## src/hdl/fpa_pkg.sv

```systemverilog
// ----------------------------------------------------------------------------
// Fixed partition allocator package
// Shared constants, codes and transaction types of the allocator.
// ----------------------------------------------------------------------------
package fpa_pkg;

  // Default geometry of the partition table
  localparam int NUM_BLOCKS_DEF = 16;
  localparam int SIZE_BITS_DEF  = 16;

  // Totals are 20 bits and saturate at their maximum
  localparam int                 TOTAL_W   = 20;
  localparam logic [TOTAL_W-1:0] TOTAL_MAX = 20'hFFFFF;

  // Configuration port
  localparam int                    CFG_IDX_W    = 4;
  localparam int                    CFG_DATA_W   = 8;
  localparam logic [CFG_IDX_W-1:0]  CFG_POLICY   = 4'd0;
  localparam logic [CFG_IDX_W-1:0]  CFG_BLOCKS   = 4'd1;
  localparam logic [1:0]            POLICY_RESET = 2'd0;
  localparam logic [4:0]            BLOCKS_RESET = 5'd16;

  // Transaction kinds
  typedef enum logic [1:0] {
    KIND_LOAD    = 2'd0,
    KIND_RESTART = 2'd1,
    KIND_REQUEST = 2'd2
  } fpa_kind_e;

  // Allocation policies; the spare code behaves as first fit
  typedef enum logic [1:0] {
    POL_FIRST = 2'd0,
    POL_BEST  = 2'd1,
    POL_WORST = 2'd2
  } fpa_policy_e;

  // Input transaction
  typedef struct packed {
    logic [1:0]  kind;
    logic [3:0]  block_slot;
    logic [15:0] amount;
  } fpa_in_t;

  // Result transaction
  typedef struct packed {
    logic               granted;
    logic [3:0]         chosen_block;
    logic [TOTAL_W-1:0] internal_total;
    logic [TOTAL_W-1:0] unallocated_total;
  } fpa_out_t;

  // Control part of the packet that walks the cell row
  typedef struct packed {
    logic       live;
    logic [1:0] kind;
    logic [3:0] slot;
    logic       found;
  } fpa_scan_t;

endpackage

```

## src/hdl/fpa_cell.sv

```systemverilog
// ----------------------------------------------------------------------------
// Fixed partition allocator cell
// Holds one partition (size and free mark) and updates the scan packet that
// passes through it on its way to the next cell.
// ----------------------------------------------------------------------------
module fpa_cell #(
  parameter int SIZE_BITS = fpa_pkg::SIZE_BITS_DEF,
  parameter int IDX_W     = 4,
  parameter int CNT_W     = 5,
  parameter int CELL_IDX  = 0
) (
  input  logic                        clk_i,
  input  logic                        rst_ni,
  input  logic [1:0]                  policy_i,
  input  logic [CNT_W-1:0]            active_cnt_i,
  input  logic                        clear_en_i,
  input  logic [IDX_W-1:0]            clear_idx_i,
  input  fpa_pkg::fpa_scan_t          ctl_i,
  input  logic [SIZE_BITS-1:0]        amount_i,
  input  logic [SIZE_BITS-1:0]        best_i,
  input  logic [IDX_W-1:0]            pick_i,
  input  logic [fpa_pkg::TOTAL_W-1:0] sum_i,
  output fpa_pkg::fpa_scan_t          ctl_o,
  output logic [SIZE_BITS-1:0]        amount_o,
  output logic [SIZE_BITS-1:0]        best_o,
  output logic [IDX_W-1:0]            pick_o,
  output logic [fpa_pkg::TOTAL_W-1:0] sum_o
);

  localparam int AW = ((SIZE_BITS > fpa_pkg::TOTAL_W) ? SIZE_BITS : fpa_pkg::TOTAL_W) + 1;

  logic [SIZE_BITS-1:0]        size_q, size_d;
  logic                        free_q, free_d;
  fpa_pkg::fpa_scan_t          ctl_q, ctl_d;
  logic [SIZE_BITS-1:0]        amount_q, best_q, best_d;
  logic [IDX_W-1:0]            pick_q, pick_d;
  logic [fpa_pkg::TOTAL_W-1:0] sum_q, sum_d;
  logic                        in_range, slot_hit, fits, take;
  logic [AW-1:0]               sum_ext;
  logic [fpa_pkg::TOTAL_W-1:0] sum_sat;

  // Decode this cell's place against the packet and the configuration
  assign in_range = CNT_W'(CELL_IDX) < active_cnt_i;
  assign slot_hit = 32'(ctl_i.slot) == 32'(CELL_IDX);
  assign fits     = in_range && free_q && (size_q >= amount_i);

  // Add this partition to the running capacity, saturating
  assign sum_ext = AW'(sum_i) + AW'(size_q);
  assign sum_sat = (sum_ext > AW'(fpa_pkg::TOTAL_MAX)) ? fpa_pkg::TOTAL_MAX
                                                        : fpa_pkg::TOTAL_W'(sum_ext);

  // Apply the packet to this partition and update the candidate
  always_comb begin
    ctl_d  = ctl_i;
    best_d = best_i;
    pick_d = pick_i;
    sum_d  = sum_i;
    size_d = size_q;
    free_d = free_q;
    take   = 1'b0;
    if (ctl_i.live) begin
      case (ctl_i.kind)
        fpa_pkg::KIND_LOAD: begin
          if (slot_hit) begin
            size_d = amount_i;
          end
        end
        fpa_pkg::KIND_RESTART: begin
          free_d = in_range;
          if (in_range) begin
            sum_d = sum_sat;
          end
        end
        fpa_pkg::KIND_REQUEST: begin
          case (policy_i)
            fpa_pkg::POL_BEST:  take = fits && (!ctl_i.found || (size_q < best_i));
            fpa_pkg::POL_WORST: take = fits && (!ctl_i.found || (size_q > best_i));
            default:            take = fits && !ctl_i.found;
          endcase
        end
        default: ;
      endcase
    end
    if (take) begin
      ctl_d.found = 1'b1;
      best_d      = size_q;
      pick_d      = IDX_W'(CELL_IDX);
    end
    // Mark the granted partition used
    if (clear_en_i && (clear_idx_i == IDX_W'(CELL_IDX))) begin
      free_d = 1'b0;
    end
  end

  // Control state: packet control fields and free mark
  always_ff @(posedge clk_i or negedge rst_ni) begin
    if (!rst_ni) begin
      ctl_q  <= '0;
      free_q <= 1'b0;
    end else begin
      ctl_q  <= ctl_d;
      free_q <= free_d;
    end
  end

  // Payload: partition size and packet data
  always_ff @(posedge clk_i) begin
    size_q   <= size_d;
    amount_q <= amount_i;
    best_q   <= best_d;
    pick_q   <= pick_d;
    sum_q    <= sum_d;
  end

  assign ctl_o    = ctl_q;
  assign amount_o = amount_q;
  assign best_o   = best_q;
  assign pick_o   = pick_q;
  assign sum_o    = sum_q;

endmodule

```

## src/hdl/fixed_partition_allocator_unit.sv

```systemverilog
// ----------------------------------------------------------------------------
// Fixed partition allocator
// First, best or worst fit allocation over a row of partition cells.
// ----------------------------------------------------------------------------
// Flow: a taken transaction is held in the launch register, then walks the cell
// row one partition per cycle and waits in the pending register until the output
// register is free. A new transaction is taken only once the last result has
// moved on; a stalled result holds the next result in the pending register.
// Reset: all partitions not free, totals zero, policy first fit, 16 blocks in use;
// partition sizes are undefined until loaded.
module fixed_partition_allocator_unit #(
  parameter int NUM_BLOCKS = fpa_pkg::NUM_BLOCKS_DEF,
  parameter int SIZE_BITS  = fpa_pkg::SIZE_BITS_DEF
) (
  input  logic                           clk_i,
  input  logic                           rst_ni,
  input  logic                           in_valid_i,
  output logic                           in_stall_o,
  input  fpa_pkg::fpa_in_t               in_data_i,
  output logic                           out_valid_o,
  input  logic                           out_stall_i,
  output fpa_pkg::fpa_out_t              out_data_o,
  input  logic                           cfg_valid_i,
  output logic                           cfg_ready_o,
  input  logic [fpa_pkg::CFG_IDX_W-1:0]  cfg_index_i,
  input  logic [fpa_pkg::CFG_DATA_W-1:0] cfg_data_i
);

  localparam int IDX_W = $clog2(NUM_BLOCKS);
  localparam int CNT_W = $clog2(NUM_BLOCKS + 1);
  localparam int AW    = ((SIZE_BITS > fpa_pkg::TOTAL_W) ? SIZE_BITS : fpa_pkg::TOTAL_W) + 1;

  typedef enum logic [1:0] {
    S_IDLE,
    S_SCAN,
    S_PEND
  } state_e;

  state_e                      state_q, state_d;
  logic                        out_valid_q, out_valid_d;
  logic                        launch_live_q, launch_live_d;
  logic [1:0]                  policy_q, policy_d;
  logic [4:0]                  blocks_q, blocks_d;
  logic [fpa_pkg::TOTAL_W-1:0] frag_q, frag_d, space_q, space_d;
  logic                        pend_load, out_load, clear_en, grant;
  fpa_pkg::fpa_out_t           pend_q, pend_d, out_q;
  logic [1:0]                  launch_kind_q;
  logic [3:0]                  launch_slot_q;
  logic [SIZE_BITS-1:0]        launch_amount_q;
  logic [CNT_W-1:0]            active_cnt;

  // Cell row links; entry 0 is the launch register
  fpa_pkg::fpa_scan_t          chain_ctl    [NUM_BLOCKS+1];
  logic [SIZE_BITS-1:0]        chain_amount [NUM_BLOCKS+1];
  logic [SIZE_BITS-1:0]        chain_best   [NUM_BLOCKS+1];
  logic [IDX_W-1:0]            chain_pick   [NUM_BLOCKS+1];
  logic [fpa_pkg::TOTAL_W-1:0] chain_sum    [NUM_BLOCKS+1];

  logic [SIZE_BITS-1:0]        frag_add;
  logic [AW-1:0]               frag_ext;
  logic [fpa_pkg::TOTAL_W-1:0] frag_sat, space_sub;

  // Clamp the configured partition count to the table
  assign active_cnt = (32'(blocks_q) > 32'(NUM_BLOCKS)) ? CNT_W'(NUM_BLOCKS)
                                                         : CNT_W'(blocks_q);

  // Launch a fresh packet into the first cell
  assign chain_ctl[0]    = {launch_live_q, launch_kind_q, launch_slot_q, 1'b0};
  assign chain_amount[0] = launch_amount_q;
  assign chain_best[0]   = '0;
  assign chain_pick[0]   = '0;
  assign chain_sum[0]    = '0;

  // Row of partition cells
  for (genvar g = 0; g < NUM_BLOCKS; g++) begin : g_cell
    fpa_cell #(
      .SIZE_BITS (SIZE_BITS),
      .IDX_W     (IDX_W),
      .CNT_W     (CNT_W),
      .CELL_IDX  (g)
    ) u_cell (
      .clk_i        (clk_i),
      .rst_ni       (rst_ni),
      .policy_i     (policy_q),
      .active_cnt_i (active_cnt),
      .clear_en_i   (clear_en),
      .clear_idx_i  (chain_pick[NUM_BLOCKS]),
      .ctl_i        (chain_ctl[g]),
      .amount_i     (chain_amount[g]),
      .best_i       (chain_best[g]),
      .pick_i       (chain_pick[g]),
      .sum_i        (chain_sum[g]),
      .ctl_o        (chain_ctl[g+1]),
      .amount_o     (chain_amount[g+1]),
      .best_o       (chain_best[g+1]),
      .pick_o       (chain_pick[g+1]),
      .sum_o        (chain_sum[g+1])
    );
  end

  // Total updates for the packet leaving the row
  assign grant     = (chain_ctl[NUM_BLOCKS].kind == fpa_pkg::KIND_REQUEST) &&
                     chain_ctl[NUM_BLOCKS].found;
  assign frag_add  = chain_best[NUM_BLOCKS] - chain_amount[NUM_BLOCKS];
  assign frag_ext  = AW'(frag_q) + AW'(frag_add);
  assign frag_sat  = (frag_ext > AW'(fpa_pkg::TOTAL_MAX)) ? fpa_pkg::TOTAL_MAX
                                                          : fpa_pkg::TOTAL_W'(frag_ext);
  assign space_sub = (AW'(space_q) > AW'(chain_amount[NUM_BLOCKS]))
                     ? fpa_pkg::TOTAL_W'(AW'(space_q) - AW'(chain_amount[NUM_BLOCKS]))
                     : '0;

  // Sequencer, configuration and totals
  always_comb begin
    state_d       = state_q;
    out_valid_d   = out_valid_q;
    launch_live_d = 1'b0;
    policy_d      = policy_q;
    blocks_d      = blocks_q;
    frag_d        = frag_q;
    space_d       = space_q;
    pend_load     = 1'b0;
    out_load      = 1'b0;
    clear_en      = 1'b0;
    if (cfg_valid_i) begin
      unique case (cfg_index_i)
        fpa_pkg::CFG_POLICY: policy_d = cfg_data_i[1:0];
        fpa_pkg::CFG_BLOCKS: blocks_d = cfg_data_i[4:0];
        default: ;
      endcase
    end
    if (out_valid_q && !out_stall_i) begin
      out_valid_d = 1'b0;
    end
    unique case (state_q)
      S_IDLE: begin
        if (in_valid_i) begin
          launch_live_d = 1'b1;
          state_d       = S_SCAN;
        end
      end
      S_SCAN: begin
        if (chain_ctl[NUM_BLOCKS].live) begin
          pend_load = 1'b1;
          state_d   = S_PEND;
          if (chain_ctl[NUM_BLOCKS].kind == fpa_pkg::KIND_RESTART) begin
            frag_d  = '0;
            space_d = chain_sum[NUM_BLOCKS];
          end else if (grant) begin
            frag_d   = frag_sat;
            space_d  = space_sub;
            clear_en = 1'b1;
          end
        end
      end
      S_PEND: begin
        if (!out_valid_q || !out_stall_i) begin
          out_load    = 1'b1;
          out_valid_d = 1'b1;
          state_d     = S_IDLE;
        end
      end
      default: state_d = S_IDLE;
    endcase
  end

  // Build the result from the totals after the update
  always_comb begin
    pend_d                   = '0;
    pend_d.granted           = grant;
    pend_d.chosen_block      = grant ? 4'(chain_pick[NUM_BLOCKS]) : 4'd0;
    pend_d.internal_total    = frag_d;
    pend_d.unallocated_total = space_d;
  end

  // Hold state, valid flags, configuration and totals
  always_ff @(posedge clk_i or negedge rst_ni) begin
    if (!rst_ni) begin
      state_q       <= S_IDLE;
      out_valid_q   <= 1'b0;
      launch_live_q <= 1'b0;
      policy_q      <= fpa_pkg::POLICY_RESET;
      blocks_q      <= fpa_pkg::BLOCKS_RESET;
      frag_q        <= '0;
      space_q       <= '0;
    end else begin
      state_q       <= state_d;
      out_valid_q   <= out_valid_d;
      launch_live_q <= launch_live_d;
      policy_q      <= policy_d;
      blocks_q      <= blocks_d;
      frag_q        <= frag_d;
      space_q       <= space_d;
    end
  end

  // Capture the launched transaction and the result payloads
  always_ff @(posedge clk_i) begin
    if (launch_live_d) begin
      launch_kind_q   <= in_data_i.kind;
      launch_slot_q   <= in_data_i.block_slot;
      launch_amount_q <= SIZE_BITS'(in_data_i.amount);
    end
    if (pend_load) begin
      pend_q <= pend_d;
    end
    if (out_load) begin
      out_q <= pend_q;
    end
  end

  assign in_stall_o  = state_q != S_IDLE;
  assign out_valid_o = out_valid_q;
  assign out_data_o  = out_q;
  assign cfg_ready_o = 1'b1;

endmodule

```

## config.mk

```make
export PLATFORM = sky130hd
export DESIGN_NAME = fixed_partition_allocator_unit
export DESIGN_NICKNAME = d
export VERILOG_FILES = /design/src/hdl/fpa_pkg.sv /design/src/hdl/fpa_cell.sv /design/src/hdl/fixed_partition_allocator_unit.sv
export SDC_FILE = /design/constraint.sdc
export NUM_CORES = 2
export LEC_CHECK = 0
export ABC_CLOCK_PERIOD_IN_PS = 4230
export BUFFER_PORTS_ARGS = -buffer_cell sky130_fd_sc_hd__buf_2
export CAP_MARGIN = 20
export CELL_PAD_IN_SITES_DETAIL_PLACEMENT = 0
export CELL_PAD_IN_SITES_GLOBAL_PLACEMENT = 2
export CORE_MARGIN = 2
export CORE_UTILIZATION = 39
export DETAILED_ROUTE_END_ITERATION = 6
export PLACE_DENSITY = 0.78
export SYNTH_ARGS = -nofsm -noshare
export SYNTH_HDL_FRONTEND = slang
export SYNTH_SLANG_ARGS = --single-unit
```

## constraint.sdc

```tcl
create_clock -name clk_i -period 4.23 [get_ports clk_i]
set_input_delay 0.423 -clock clk_i [delete_from_list [all_inputs] [get_ports clk_i]]
set_output_delay 0.423 -clock clk_i [all_outputs]
set_load 0.02 [all_outputs]
```

==> results.sh <==
export IMPL_status="complete, no violations"
export IMPL_worst_path_max_fanout=8
export IMPL_critical_path_max_stage_delay_ps=370
export IMPL_synth_top_family_by_area="adder cells"
export IMPL_initial_core_util_pct=39.34
export IMPL_vdd_drop_max_v=0.0004336
export IMPL_grt_pass1_vias=44810
export IMPL_tightest_slew_ps=1153
export IMPL_fin_nets=7395
export IMPL_drc=0
export IMPL_critPathRequiredTime_ps=4740
export IMPL_die_h_um=420.4
export IMPL_synth_edff_count=368
export IMPL_areaGrowthSynthToFinish_pct=13.79
export IMPL_synth_area_leader_cell="dfxtp_1"
export IMPL_cts_buffers_inserted=156
export IMPL_clk_latency_ps=770
export IMPL_rsz0062_at_grt="true"
export IMPL_synth_top_area_share_pct=25.78
export IMPL_antenna_found_initial=6
export IMPL_skew_ps=24.57
export IMPL_vias=45410
export IMPL_die_area_um2=176800
export IMPL_p_leak_nw=33.35
export IMPL_synth_mux_area_fraction_pct=4.675
export IMPL_synth_cell_types=87
export IMPL_drt_pre_antenna_iters=5
export IMPL_drive_above_1_share_pct=11.95
export IMPL_n_fill_cell=16180
export IMPL_num_rows=152
export IMPL_cts_tree="built"
export IMPL_max_freq_mhz=242.3
export IMPL_min_period_ps=4127
export IMPL_portBuffers=82
export IMPL_synthAdderAreaFrac_pct=15.07
export IMPL_grt_pass1_wl_mm=264.3
export IMPL_endpoint_kind="register"
export IMPL_maxSlewViolCount=0
export IMPL_track_usage_pct=19.40
export IMPL_clockBufferDepth=3
export IMPL_synth_xor_area_share_pct=2.940
export IMPL_io_pins=87
export IMPL_final_util_pct=44.76
export IMPL_grt_max_degree=75
export IMPL_final_period_utilization_pct=97.57
export IMPL_via_per_inst=5.047
export IMPL_hold_violations=0
export IMPL_first_iter_violations=2860
export IMPL_stdcell_area_um2=76950
export IMPL_dp_hpwl_mm=135.0
export IMPL_wl_mm=171.7
export IMPL_yosysSeqAreaShare_pct=49.19
export IMPL_cts_sinks=1430
export IMPL_synth_cells=6295
export IMPL_maxCapViolCount=0
export IMPL_syn_nets=7138
export IMPL_synth_seq_cells=1430
export IMPL_synth_compound_area_share_pct=13.97
export IMPL_place_area_um2=71290
export IMPL_syn_cell_area_um2=67630
export IMPL_critPathTopFamily="compound AO/OA/AOI/OAI gates"
export IMPL_start_kind="register"
export IMPL_synthArstFlopShare_pct=13.36
export IMPL_multiInputGateArea_um2=31900
export IMPL_drt_antenna_violating_nets=0
export IMPL_seqCellArea_um2=33270
export IMPL_yosys_warnings=0
export IMPL_synth_flop_cell="dfxtp_1"
export IMPL_path_cells="inv_2 > ha_4 > fa_2 > nor2b_2 > o21ai_2 > a21boi_2 > o21ai_2 > a211oi_2 > o31ai_2 > buf_4 > buf_4 > xnor2_1 > ha_1 > a21o_1 > a21oi_2 > nor2b_1 > nor2_1 > o21a_1 > o31ai_4 > and3_4 > buf_12 > a221o_1"
export IMPL_wl_per_cell_um=19.09
export IMPL_holdCritPathClass="primary input to register"
export IMPL_core_um2=171900
export IMPL_synth_simple_area_share_pct=10.18
export IMPL_synth_most_common_cell="dfxtp_1"
export IMPL_finalSetupTns_ps=0
export IMPL_clockRootBuffer="clkbuf_16"
export IMPL_crit_type="register to register"
export IMPL_die_width_um=420.4
export IMPL_worst_ep_arrival_time_ps=4640
export IMPL_synth_area_top_cells="dfxtp_1 (26%), edfxtp_1 (16%), ha_1 (15%)"
export IMPL_power_density_nw_per_um2=419.6
export IMPL_maxSlewHeadroom_pct=23.15
export IMPL_htree_levels=4
export IMPL_finalSetupViolCount=0
export IMPL_synth_common_cells="dfxtp_1 (871), ha_1 (786), inv_1 (591)"
export IMPL_avgSynthCellArea_um2=10.74
export IMPL_cp_slowest_cell="fa_2"
export IMPL_gr_total_overflow=0
export IMPL_routabilityCongestion=0.8533
export IMPL_path_buf_inv=4
export IMPL_cts_clk_slew_worst_paths_ps=60
what timing repair did:
item,4_1_cts,5_1_grt
endpoints found under the setup margin,36,39
setup buffers,0,8
hold buffers,27,1
pin swaps,3,28
resized for setup,11,28
cloned,0,1
hold endpoints to repair,97,1
cells in the final DEF, fill, tap and decap left out, drive strengths merged, types with 20 or more instances in the layout:
cell type and instances:
dfxtp 871, ha 786, inv 601, a21oi 371, edfxtp 368, nor2 364
nand2 353, o21ai 316, mux2 263, clkbuf 229, dfrtp 190, buf 180
a21o 171, xnor2 141, nor2b 102, nor3 100, o22a 94, nand2b 89
o21a 88, xor2 86, nand3 85, nand4 81, a211oi 67, a31oi 65
and2 64, and3 42, or2 40, clkinv 40, o31ai 37, o211ai 34
or3 32, dlygate4sd3 28, a2111oi 24, o21bai 23, mux2i 20
sequential cells by signal, indices dropped and copies added, names as in the netlist, 5 cells and up:
name	cells
blocks_q	5
frag_q	20
g_cell.u_cell.amount_o	256
g_cell.u_cell.best_o	256
g_cell.u_cell.ctl_o	124
g_cell.u_cell.free_q	16
g_cell.u_cell.pick_o	49
g_cell.u_cell.size_q	256
g_cell.u_cell.sum_o	310
launch_amount_q	16
out_data_o	45
pend_q	45
space_q	20
power by group:
part           switching (W)  total, W  internal (W)
logic                0.00192   0.00346       0.00154
registers           0.000630    0.0153        0.0147
clock network        0.00559    0.0135       0.00795
worst reg2reg max path, delay by kind of cell (launching register included):
kind	cells	cell delay, ps
AOI/OAI and AO/OA	10	1710
xor gates and xnor gates	1	120
adders and majority gates	3	720
buffers and inverters	4	460
DFF	1	320
and+or+nand+nor	4	550
per-stage QoR:
stage               power (W)  worst slack [ps]  instances  hold slack (ps)
detailed placement    0.01900            -188.8       8665            357.8
CTS                   0.03268             9.975       8984           0.2515
global placement      0.01899            -249.3       8665            352.5
global route          0.03372            -124.3       8997            19.18
floorplan             0.01780             149.2       6295            127.4
finish                0.03229             102.9       8997            51.06
cell type report:
| cell class | instances | area share [%] |
|---|---|---|
| Sequential cell | 1430 | 43.24 |
| Multi-Input combinational cell | 4164 | 41.46 |
| Inverter | 591 | 2.883 |
| Tap cell | 2310 | 3.756 |
| Clock buffer | 228 | 5.988 |
| Antenna cell | 1 | 0.003252 |
| Clock inverter | 64 | 0.6991 |
| Timing Repair Buffer | 209 | 1.977 |
layer usage:
| metal | global-route usage, % | share of wire, % |
|---|---|---|
| met5 | 0 | 0 |
| met4 | 5.540 | 2.5 |
| met3 | 2.645 | 3.6 |
| met2 | 31.65 | 46 |
| met1 | 26.77 | 48 |
kinds of logic (layout without fill, tap and decap cells):
kind of cell,Yosys count,after routing
other cells,1,2
buf+inv,701,1092
flops,1430,1430
xor+xnor,227,227
simple gates,1407,1407
compound gates,1442,1442
mux,283,283
fa+ha+maj,804,804
worst paths after layout:
path,endpoint,slack [ps],depth (start not counted),from
min,blocks_q[4]$_DFFE_PN1P_,50,2,cfg_data_i[4]
max,pend_q[34]$_DFFE_PP_,100,22,g_cell[15].u_cell.best_o[0]$_DFF_P_
max reg2reg,pend_q[34]$_DFFE_PP_,100,22,g_cell[15].u_cell.best_o[0]$_DFF_P_
min reg2reg,g_cell[11].u_cell.amount_o[8]$_DFF_P_,360,0,g_cell[10].u_cell.amount_o[8]$_DFF_P_
max in group asynchronous,g_cell[10].u_cell.ctl_o[7]$_DFF_PN0_,2830,3,rst_ni
min in group asynchronous,space_q[2]$_DFF_PN0_,190,2,rst_ni
Note: power is estimated with default switching activity, not from simulation.
